`config.mk`:
```
export PLATFORM = sky130hd
export DESIGN_NAME = serial_line_editor_flat
export DESIGN_NICKNAME = d
export VERILOG_FILES = /design/src/sv/sle_pkg.sv /design/src/sv/sle_req_if.sv /design/src/sv/sle_rsp_if.sv /design/src/sv/serial_line_editor.sv /design/src/flat_wrapper.sv
export VERILOG_INCLUDE_DIRS = /design/src /design/src/sv
export SDC_FILE = /design/constraint.sdc
export NUM_CORES = 2
export LEC_CHECK = 0
export BUFFER_PORTS_ARGS = -buffer_cell sky130_fd_sc_hd__buf_2
export CAP_MARGIN = 10
export CORE_MARGIN = 3
export CORE_UTILIZATION = 55
export DETAILED_ROUTE_END_ITERATION = 8
export PLACE_DENSITY = 0.75
export SLEW_MARGIN = 20
export SYNTH_ARGS = -nofsm -noshare
export SYNTH_HDL_FRONTEND = slang
export SYNTH_SLANG_ARGS = --single-unit
```
`constraint.sdc`:
```
create_clock -name clk -period 34.5 [get_ports clk]
set_input_delay 1.725 -clock clk [delete_from_list [all_inputs] [get_ports clk]]
set_output_delay 1.725 -clock clk [all_outputs]
set_load 0.05 [all_outputs]
```
`src/sv/serial_line_editor_macros.svh`:
```
// ----------------------------------------------------------------------------
// Serial line editor assertion macros
// Short forms for the concurrent checks at the end of the top level. Each
// expects signals named clk and rst in the scope where it is used.
// ----------------------------------------------------------------------------
`ifndef SERIAL_LINE_EDITOR_MACROS_SVH
`define SERIAL_LINE_EDITOR_MACROS_SVH

// The consequent must hold in the same cycle as the antecedent.
`define SLE_ASSERT_NOW(label, ante, cons, msg) \
  label: assert property (@(posedge clk) disable iff (rst) (ante) |-> (cons)) \
    else $error(msg);

// The consequent must hold in the cycle after the antecedent.
`define SLE_ASSERT_NEXT(label, ante, cons, msg) \
  label: assert property (@(posedge clk) disable iff (rst) (ante) |=> (cons)) \
    else $error(msg);

`endif

```
`src/sv/sle_pkg.sv`:
```
// ----------------------------------------------------------------------------
// Serial line editor package
// Field widths, request and result codes, character codes and defaults.
// ----------------------------------------------------------------------------
`default_nettype none

package sle_pkg;

  localparam int REQ_W  = 2;
  localparam int BYTE_W = 8;
  localparam int KIND_W = 2;

  localparam int LINE_DEPTH_DEF = 256;

  // Request codes; the fourth code carries no meaning and is ignored.
  localparam logic [REQ_W-1:0] REQ_RX      = 2'd0;
  localparam logic [REQ_W-1:0] REQ_RELEASE = 2'd1;
  localparam logic [REQ_W-1:0] REQ_READ    = 2'd2;

  // Result kinds.
  localparam logic [KIND_W-1:0] KIND_ECHO   = 2'd0;
  localparam logic [KIND_W-1:0] KIND_READ   = 2'd1;
  localparam logic [KIND_W-1:0] KIND_REJECT = 2'd2;

  // Character codes.
  localparam logic [BYTE_W-1:0] CH_CR  = 8'h0D;
  localparam logic [BYTE_W-1:0] CH_LF  = 8'h0A;
  localparam logic [BYTE_W-1:0] CH_SP  = 8'h20;
  localparam logic [BYTE_W-1:0] CH_BS  = 8'h08;
  localparam logic [BYTE_W-1:0] CH_NUL = 8'h00;

  // Work held by the result engine for one item.
  typedef enum logic [2:0] {
    OP_READ,
    OP_REJECT,
    OP_CRLF,
    OP_CLEAR,
    OP_ECHO,
    OP_STORE,
    OP_ERASE
  } op_t;

endpackage

`default_nettype wire

```
`src/sv/sle_req_if.sv`:
```
// ----------------------------------------------------------------------------
// Serial line editor request channel
// Valid/ready channel carrying one request item.
// ----------------------------------------------------------------------------
`default_nettype none

interface sle_req_if;
  import sle_pkg::*;

  logic              valid;
  logic              ready;
  logic [REQ_W-1:0]  req_type;
  logic [BYTE_W-1:0] rx_byte;
  logic [BYTE_W-1:0] read_index;

  modport source (output valid, output req_type, output rx_byte, output read_index,
                  input ready);
  modport sink   (input valid, input req_type, input rx_byte, input read_index,
                  output ready);
endinterface

`default_nettype wire

```
`src/sv/sle_rsp_if.sv`:
```
// ----------------------------------------------------------------------------
// Serial line editor result channel
// Valid/ready channel carrying one result item.
// ----------------------------------------------------------------------------
`default_nettype none

interface sle_rsp_if;
  import sle_pkg::*;

  logic              valid;
  logic              ready;
  logic [KIND_W-1:0] result_kind;
  logic [BYTE_W-1:0] data_byte;
  logic              line_ready;
  logic [BYTE_W-1:0] line_length;
  logic              last;

  modport source (output valid, output result_kind, output data_byte,
                  output line_ready, output line_length, output last, input ready);
  modport sink   (input valid, input result_kind, input data_byte,
                  input line_ready, input line_length, input last, output ready);
endinterface

`default_nettype wire

```
`src/sv/serial_line_editor.sv`:
```
// ----------------------------------------------------------------------------
// Serial line editor
// Builds a command line from received bytes in a line store memory and
// produces the echo, read and reject result items.
// ----------------------------------------------------------------------------
//
//   Channel  Direction  Moves
//   req      in         one request item: receive byte, release line, read byte
//   rsp      out        one result item: echo byte, read data or rejected byte
//
// An item that produces results gives one result per engine step, and a
// stored printable byte needs a further step for its zero terminator, since
// the store has a single write port and writes the byte and the terminator
// in turn. Release, unused requests and a backspace on an empty line finish at
// acceptance and never enter the engine.
// After reset the line store is swept to zero, one entry per cycle, from the
// first entry to the last; no item is accepted during the sweep.
// A stalled result channel holds the engine at its next result; the output
// register lets the engine run one result ahead of the consumer.
`default_nettype none

`include "serial_line_editor_macros.svh"

module serial_line_editor #(
  parameter int LINE_DEPTH = sle_pkg::LINE_DEPTH_DEF
) (
  input  wire         clk,
  input  wire         rst,
  sle_req_if.sink     req,
  sle_rsp_if.source   rsp
);
  import sle_pkg::*;

  // Address width of the line store, and the highest fill the line may reach
  // (one entry is always kept for the zero terminator).
  localparam int              AW        = (LINE_DEPTH > 2) ? $clog2(LINE_DEPTH) : 1;
  localparam logic [AW-1:0]   ADDR_LAST = AW'(LINE_DEPTH - 1);
  localparam logic [AW-1:0]   FILL_MAX  = AW'(LINE_DEPTH - 1);

  // Line store memory, one write and one registered read port.
  logic [BYTE_W-1:0] line_store [LINE_DEPTH];
  logic              mem_we;
  logic [AW-1:0]     mem_wa;
  logic [BYTE_W-1:0] mem_wd;
  logic [AW-1:0]     mem_ra;
  logic [BYTE_W-1:0] mem_q;

  // Reset sweep.
  logic          clearing;
  logic [AW-1:0] clr_addr;

  // Line state.
  logic [AW-1:0] fill_count;
  logic [AW-1:0] fill_count_next;
  logic          locked;
  logic          locked_next;

  // Engine registers for the item in progress.
  logic              cur_valid;
  op_t               cur_op;
  logic [BYTE_W-1:0] cur_ch;
  logic [AW-1:0]     cur_base;
  logic [1:0]        step;

  // Read data bypass and out-of-range flag, captured with the read.
  logic              fwd_hit;
  logic [BYTE_W-1:0] fwd_data;
  logic              rd_zero;
  logic [BYTE_W-1:0] rd_byte;

  // Decoded request.
  logic          in_fire;
  logic          in_work;
  op_t           in_op;
  logic [AW-1:0] in_base;
  logic          rx_print;

  // Engine step outputs.
  logic              st_emit;
  logic [KIND_W-1:0] st_kind;
  logic [BYTE_W-1:0] st_data;
  logic              st_last;
  logic              st_done;
  logic              st_we;
  logic [AW-1:0]     st_wa;
  logic [BYTE_W-1:0] st_wd;
  logic              step_go;
  logic              out_free;

  // Output register.
  logic              out_valid;
  logic [KIND_W-1:0] out_kind;
  logic [BYTE_W-1:0] out_data;
  logic              out_line_ready;
  logic [BYTE_W-1:0] out_line_length;
  logic              out_last;
  logic [BYTE_W-1:0] len_now;

  // --------------------------------------------------------------------------
  // Handshake. A new item enters when the engine is empty or finishing.
  // --------------------------------------------------------------------------
  assign out_free  = !out_valid || rsp.ready;
  assign step_go   = cur_valid && (!st_emit || out_free);
  assign req.ready = !clearing && (!cur_valid || (step_go && st_done));
  assign in_fire   = req.valid && req.ready;

  assign rx_print = (req.rx_byte >= CH_SP);

  // Decode the request against the current line state. The line state is
  // updated at acceptance so that every result of the item reports the state
  // left by the item.
  always_comb begin
    in_work         = 1'b0;
    in_op           = OP_ECHO;
    in_base         = fill_count;
    fill_count_next = fill_count;
    locked_next     = locked;
    case (req.req_type)
      REQ_RELEASE: begin
        fill_count_next = '0;
        locked_next     = 1'b0;
      end
      REQ_READ: begin
        in_work = 1'b1;
        in_op   = OP_READ;
      end
      REQ_RX: begin
        in_work = 1'b1;
        if (locked) begin
          in_op = OP_REJECT;
        end else if (req.rx_byte == CH_CR) begin
          in_op       = OP_CRLF;
          locked_next = 1'b1;
        end else if (rx_print) begin
          if (fill_count < FILL_MAX) begin
            in_op           = OP_STORE;
            fill_count_next = fill_count + 1'b1;
          end else begin
            in_op = OP_ECHO;
          end
        end else if (req.rx_byte == CH_BS) begin
          // Backspace on an empty line does nothing at all.
          if (fill_count != '0) begin
            in_op           = OP_ERASE;
            in_base         = fill_count - 1'b1;
            fill_count_next = fill_count - 1'b1;
          end else begin
            in_work = 1'b0;
          end
        end else begin
          in_op           = OP_CLEAR;
          fill_count_next = '0;
          locked_next     = 1'b1;
        end
      end
      default: begin
      end
    endcase
  end

  always_ff @(posedge clk) begin
    if (rst) begin
      fill_count <= '0;
      locked     <= 1'b0;
    end else if (in_fire) begin
      fill_count <= fill_count_next;
      locked     <= locked_next;
    end
  end

  // --------------------------------------------------------------------------
  // Reset sweep of the line store.
  // --------------------------------------------------------------------------
  always_ff @(posedge clk) begin
    if (rst) begin
      clearing <= 1'b1;
      clr_addr <= '0;
    end else if (clearing) begin
      clr_addr <= clr_addr + 1'b1;
      if (clr_addr == ADDR_LAST) begin
        clearing <= 1'b0;
      end
    end
  end

  // --------------------------------------------------------------------------
  // Line store. The read is taken at acceptance of the item; a write landing
  // on the same entry at that same edge is forwarded in place of the old data.
  // --------------------------------------------------------------------------
  assign mem_we = clearing || (step_go && st_we);
  assign mem_wa = clearing ? clr_addr : st_wa;
  assign mem_wd = clearing ? CH_NUL : st_wd;
  assign mem_ra = AW'(req.read_index);

  always_ff @(posedge clk) begin
    if (mem_we) begin
      line_store[mem_wa] <= mem_wd;
    end
  end

  always_ff @(posedge clk) begin
    if (in_fire) begin
      mem_q    <= line_store[mem_ra];
      fwd_hit  <= mem_we && (mem_wa == mem_ra);
      fwd_data <= mem_wd;
      rd_zero  <= !(32'(req.read_index) < 32'(LINE_DEPTH));
    end
  end

  assign rd_byte = rd_zero ? CH_NUL : (fwd_hit ? fwd_data : mem_q);

  // --------------------------------------------------------------------------
  // Result engine: one step per cycle unless a stalled result channel holds
  // it, each step giving at most one result and at most one store write.
  // --------------------------------------------------------------------------
  always_ff @(posedge clk) begin
    if (rst) begin
      cur_valid <= 1'b0;
      step      <= '0;
    end else if (in_fire && in_work) begin
      cur_valid <= 1'b1;
      step      <= '0;
    end else if (step_go && st_done) begin
      cur_valid <= 1'b0;
      step      <= '0;
    end else if (step_go) begin
      step <= step + 1'b1;
    end
  end

  always_ff @(posedge clk) begin
    if (in_fire && in_work) begin
      cur_op   <= in_op;
      cur_ch   <= req.rx_byte;
      cur_base <= in_base;
    end
  end

  always_comb begin
    st_emit = 1'b1;
    st_kind = KIND_ECHO;
    st_data = cur_ch;
    st_last = 1'b1;
    st_done = 1'b1;
    st_we   = 1'b0;
    st_wa   = cur_base;
    st_wd   = CH_NUL;
    case (cur_op)
      OP_READ: begin
        st_kind = KIND_READ;
        st_data = rd_byte;
      end
      OP_REJECT: begin
        st_kind = KIND_REJECT;
      end
      OP_ECHO: begin
      end
      OP_CRLF, OP_CLEAR: begin
        // The discarding form also zeroes the first entry with its CR.
        if (step == 2'd0) begin
          st_data = CH_CR;
          st_last = 1'b0;
          st_done = 1'b0;
          st_we   = (cur_op == OP_CLEAR);
          st_wa   = '0;
        end else begin
          st_data = CH_LF;
        end
      end
      OP_STORE: begin
        // Byte and echo first, then the terminator one entry further on.
        if (step == 2'd0) begin
          st_done = 1'b0;
          st_we   = 1'b1;
          st_wd   = cur_ch;
        end else begin
          st_emit = 1'b0;
          st_we   = 1'b1;
          st_wa   = cur_base + 1'b1;
        end
      end
      OP_ERASE: begin
        st_last = (step == 2'd2);
        st_done = (step == 2'd2);
        st_data = (step == 2'd1) ? CH_SP : CH_BS;
        st_we   = (step == 2'd0);
      end
      default: begin
        st_emit = 1'b0;
      end
    endcase
  end

  // --------------------------------------------------------------------------
  // Output register.
  // --------------------------------------------------------------------------
  assign len_now = (32'(fill_count) > 32'd255) ? 8'hFF : 8'(fill_count);

  always_ff @(posedge clk) begin
    if (rst) begin
      out_valid <= 1'b0;
    end else if (step_go && st_emit) begin
      out_valid <= 1'b1;
    end else if (rsp.ready) begin
      out_valid <= 1'b0;
    end
  end

  always_ff @(posedge clk) begin
    if (step_go && st_emit) begin
      out_kind        <= st_kind;
      out_data        <= st_data;
      out_line_ready  <= locked;
      out_line_length <= len_now;
      out_last        <= st_last;
    end
  end

  assign rsp.valid       = out_valid;
  assign rsp.result_kind = out_kind;
  assign rsp.data_byte   = out_data;
  assign rsp.line_ready  = out_line_ready;
  assign rsp.line_length = out_line_length;
  assign rsp.last        = out_last;

  // --------------------------------------------------------------------------
  // Checks.
  // --------------------------------------------------------------------------
  `SLE_ASSERT_NOW(a_fill_range, 1'b1, fill_count <= FILL_MAX, "fill count beyond line")
  `SLE_ASSERT_NOW(a_quiet_clear, clearing, !rsp.valid && !cur_valid, "activity in sweep")
  `SLE_ASSERT_NOW(a_reject_locked, rsp.valid && (rsp.result_kind == KIND_REJECT),
                  rsp.line_ready, "reject while unlocked")
  `SLE_ASSERT_NEXT(a_release, in_fire && (req.req_type == REQ_RELEASE),
                   !locked && (fill_count == '0), "release left line held")

endmodule

`default_nettype wire

```
`src/flat_wrapper.sv`:
```
// flat-port wrapper written by rule: the top's interface ports become plain ports
module serial_line_editor_flat import sle_pkg::*;
#(
  parameter int LINE_DEPTH = sle_pkg::LINE_DEPTH_DEF
)
  (clk, rst, req_valid, req_req_type, req_rx_byte, req_read_index, req_ready, rsp_valid, rsp_result_kind, rsp_data_byte, rsp_line_ready, rsp_line_length, rsp_last, rsp_ready);
  sle_req_if req_i ();
  sle_rsp_if rsp_i ();
  input  wire clk;
  input  wire rst;
  input wire logic [$bits(req_i.valid)-1:0] req_valid;
  input wire logic [$bits(req_i.req_type)-1:0] req_req_type;
  input wire logic [$bits(req_i.rx_byte)-1:0] req_rx_byte;
  input wire logic [$bits(req_i.read_index)-1:0] req_read_index;
  output wire logic [$bits(req_i.ready)-1:0] req_ready;
  output wire logic [$bits(rsp_i.valid)-1:0] rsp_valid;
  output wire logic [$bits(rsp_i.result_kind)-1:0] rsp_result_kind;
  output wire logic [$bits(rsp_i.data_byte)-1:0] rsp_data_byte;
  output wire logic [$bits(rsp_i.line_ready)-1:0] rsp_line_ready;
  output wire logic [$bits(rsp_i.line_length)-1:0] rsp_line_length;
  output wire logic [$bits(rsp_i.last)-1:0] rsp_last;
  input wire logic [$bits(rsp_i.ready)-1:0] rsp_ready;
  assign req_i.valid = req_valid;
  assign req_i.req_type = req_req_type;
  assign req_i.rx_byte = req_rx_byte;
  assign req_i.read_index = req_read_index;
  assign req_ready = req_i.ready;
  assign rsp_valid = rsp_i.valid;
  assign rsp_result_kind = rsp_i.result_kind;
  assign rsp_data_byte = rsp_i.data_byte;
  assign rsp_line_ready = rsp_i.line_ready;
  assign rsp_line_length = rsp_i.line_length;
  assign rsp_last = rsp_i.last;
  assign rsp_i.ready = rsp_ready;
  serial_line_editor #(.LINE_DEPTH(LINE_DEPTH)) u_core (.clk(clk), .rst(rst), .req(req_i), .rsp(rsp_i));
endmodule
```
==> impl_metrics.ini <==
[outcome]
status = complete, no violations

[min_path]
worst_hold_startpoint = u_core.step[0]$_SDFFE_PP0P_
min_to = u_core.step[0]$_SDFFE_PP0P_
timing.hold.worst.class = flip-flop to flip-flop
hold-path-cell-count = 2

[pwr]
cellLeakagePower_nw = 33.4
power.density_nw_per_um2 = 54.5
irDropWorstVdd_mv = 0.0527
finalPower_mw = 5.00

[flow_run]
maxCapViolations = 0

[routing]
drt-pass1-iter-count = 6
wire_per_inst_um = 31.7
detail_route.vias_per_cell = 6.69
initial_drc_count = 5958
finalWirelength_um = 204000
routed-via-count = 43000
postRouteAntennaNets = 0
drcViolationCount = 0

[yosys]
synth.ff_latch_count = 2126
synth_instances = 4182
synth-main-ff-cell = edfxtp_1
proportion_of_synthesized_flip_flops_having_asynchronous_set_or_reset = 0
ys_seq_area_frac = 0.762
synth_fp_nets = 4213
synth-warning-count = 0
synth_area_per_cell_um2 = 20.0
synthesis.area_um2 = 83500
yosys.cell_types.count = 77
synth-edff-count = 2104

[sta]
max_clock_freq_mhz = 118
slew-limit-headroom = 0.212
post-route-min-period_ps = 8500
setup-tns-final_ps = 0
maxSlewViolCount = 0
hold_viol_final = 0
setup_violations = 0
fin_crit_sh = 0.246
max_clock_skew_ps = 44.2
worst_slew_pin_slew_ps = 1180
rsz0062_at_grt = false

[global_route]
grt_antenna_before_repair = 14
grt_util_all_layers = 0.262
grt-ovfl-total = 0
grt_start_max_net_pins = 191
grt_first_pass_wirelength_um = 297000
via_count_of_the_first_global_routing_pass = 42500

[clock_network]
clock_insertion_delay_worst_skew_ps = 840
count_of_buffers_added_by_post_cts_timing_repair_for_setup = 0
ctsResizeCount = 0
clock_path_buffers = 3
cts-htree-levels = 4
cts_num_sinks = 2126
cts_buffers = 198
worst_setup_hold_path_clk_slew_ps = 70
cts.hold.buffers_added = 0
clk_root_buffer_cell = clkbuf_16
tritoncts = yes

[critical_path]
ff2ff_path_depth = 5
path_buf_inv = 7
register_to_register_setup_slack_ps = 29460
cpMaxStageDelayCell = buf_4
critPathLaunchType = input port
cp_cell_instances = buf_8 > buf_4 > buf_4 > buf_12 > buf_4 > buf_4 > buf_4 > mux4_2 > a22oi_1 > a21oi_1 > or3_1 > o22ai_1 > a211oi_1
critical-path-max-stage-delay_ps = 920
timing.critical_path.to_type = flip-flop
timing.setup.critical_path_class = input port to flip-flop
cpMostUsedCell = buf_4
crit_fanout = 105
cpLargestDelayFamily = buffers and inverters
regToRegEndpoint = u_core.line_store[5][6]$_DFFE_PP_
critical_path.reg2reg.startpoint = u_core.cur_op[2]$_DFFE_PP_
worst-endpoint-arrival_ps = 9030
cp_data_required_time_ps = 35030

[floorplan]
initial_core_util = 0.556
die_h_um = 396
fp.dieW_um = 396
pin_count = 44
core_um2 = 150000
floorplan.die_area_um2 = 157000
core.rowCount = 142

[cells_and_area]
nNetsFinal = 4276
fraction_of_final_layout_cells_with_drive_strength_greater_than_1 = 0.198
n_fill_cell = 10200
post-route-util = 0.611
area_occupied_by_multi_input_gates_um2 = 18600
layout-area-overhead-vs-synth_pct = 9.88
final_area_um2 = 91800
sequential_cell_area_um2 = 63600

[place]
dp_hpwl_um = 119000
routabilityCongestion = 0.861
port_buffers = 43
dpl_cell_area_um2 = 85700
## how the worst max path moves through the flow
stage,startpoint,to,depth (start not counted)
global route,req_read_index[0],u_core.mem_q[1]$_DFFE_PP_,13
global placement,req_read_index[0],u_core.mem_q[1]$_DFFE_PP_,13
finish,req_read_index[0],u_core.mem_q[1]$_DFFE_PP_,13
floorplan,u_core.clearing$_SDFF_PP1_,u_core.fwd_data[3]$_DFFE_PP_,4
detailed placement,req_read_index[0],u_core.mem_q[1]$_DFFE_PP_,13
CTS,req_read_index[0],u_core.mem_q[1]$_DFFE_PP_,13
## layer usage
layer / GRT usage / up-vias / wire length, um
li1: - / 17500 / -
met5: 0 / - / 109
met1: 0.363 / 22300 / 75500
met3: 0.0858 / 422 / 25300
met2: 0.390 / 2749 / 95200
met4: 0.101 / 16 / 7970
## cells in the mapped netlist (7+ instances only)
| library cell | instances | area share |
|---|---|---|
| mux4_2 | 438 | 0.12 |
| buf_2 | 68 | 0.0041 |
| a211oi_1 | 39 | 0.0035 |
| and2_1 | 17 | 0.0013 |
| nand2b_1 | 20 | 0.0015 |
| buf_4 | 14 | 0.0013 |
| buf_6 | 35 | 0.0047 |
| ha_1 | 9 | 0.0013 |
| o22ai_1 | 27 | 0.0020 |
| nor4_1 | 10 | 0.00075 |
| nand4_1 | 8 | 0.00060 |
| or3_1 | 18 | 0.0013 |
| nor2b_1 | 13 | 0.00097 |
| nor3_1 | 17 | 0.0010 |
| a22o_1 | 10 | 0.0010 |
| o221ai_1 | 36 | 0.0038 |
| a31oi_1 | 10 | 0.00075 |
| o21ai_0 | 42 | 0.0025 |
| a21oi_1 | 110 | 0.0066 |
| a22oi_1 | 170 | 0.015 |
| inv_1 | 19 | 0.00085 |
| edfxtp_1 | 2104 | 0.76 |
| buf_1 | 26 | 0.0012 |
| and3_1 | 9 | 0.00067 |
| nor2_1 | 320 | 0.014 |
| o31ai_1 | 10 | 0.00090 |
| nand2_1 | 108 | 0.0049 |
| a311oi_1 | 7 | 0.00073 |
| dfxtp_1 | 22 | 0.0053 |
| o211ai_1 | 15 | 0.0013 |
| mux2i_1 | 166 | 0.020 |
| a221oi_1 | 20 | 0.0021 |
| o2111ai_1 | 7 | 0.00073 |
| clkbuf_1 | 112 | 0.0050 |
| nand3_1 | 17 | 0.0010 |
## where the power goes
part / internal, mW / leakage, nW / switching, mW
Combinational: 0.0414 / 6.09 / 0.0961
Sequential: 2.80 / 24.4 / 0.00120
Clock: 1.13 / 2.93 / 0.928
Total: 3.97 / 33.4 / 1.03
## through the flow
stage	hold slack, ps	setup slack [ps]	instances
CTS	523	25750	6422
detailed placement	511	24910	6061
global route	544	25250	6422
floorplan	432	17240	4182
finish	526	26000	6428
global placement	490	25000	6058
## logic make-up after synthesis
logic type | count (synthesis) | share of synthesized area
muxes | 610 | 0.139
buffers and inverters | 275 | 0.0172
AOI/OAI and AO/OA | 556 | 0.0475
and+or+nand+nor | 594 | 0.0321
xor gates and xnor gates | 12 | 0.00126
adders and majority gates | 9 | 0.00135
DFF | 2126 | 0.762
## placed cells by master, fill, tap and decap left out, types with 10 or more instances in the layout
cell type	count
edfxtp_1	2104
mux4_2	438
nor2_1	318
clkbuf_16	200
a22oi_1	170
mux2i_1	166
a21oi_1	110
nand2_1	100
buf_4	68
clkbuf_1	63
clkinv_1	49
o21ai_0	42
buf_2	41
o221ai_1	36
a211oi_1	29
o22ai_1	27
clkinv_2	22
dfxtp_1	22
nand2b_1	20
a221oi_1	20
inv_1	19
or3_1	18
nand3_1	17
nor3_1	15
o211ai_1	15
nand2_2	13
a211oi_2	12
a31oi_1	10
o31ai_1	10
a22o_1	10
## sequential cells by signal, indices dropped and copies added (netlist names)
name and flops:
u_core.locked 1, u_core.rsp.data_byte 8, u_core.fill_count 8, u_core.step 2, u_core.cur_valid 1, u_core.mem_q 8
u_core.cur_ch 8, u_core.rsp.valid 1, u_core.cur_base 8, u_core.rsp.line_ready 1, u_core.rsp.last 1, u_core.line_store 2048
u_core.fwd_data 8, u_core.fwd_hit 1, u_core.rsp.result_kind 2, u_core.clr_addr 8, u_core.clearing 1, u_core.rsp.line_length 8
u_core.cur_op 3
## area by class of cell
| cell class | count | area share |
|---|---|---|
| Sequential cell | 2126 | 0.693 |
| Multi-Input combinational cell | 1781 | 0.203 |
| Clock buffer | 264 | 0.0573 |
| Tap cell | 2016 | 0.0275 |
| Timing Repair Buffer | 118 | 0.00937 |
| Clock inverter | 97 | 0.00862 |
| Inverter | 20 | 0.000818 |
| Antenna cell | 6 | 0.000164 |
## tightest hold or removal path, delay by kind of cell (launching register included)
family | cells | cell delay (ps)
AOI/OAI and AO/OA | 1 | 60
and+or+nand+nor | 1 | 80
DFF | 1 | 330
Note: power is estimated with default switching activity, not from simulation.
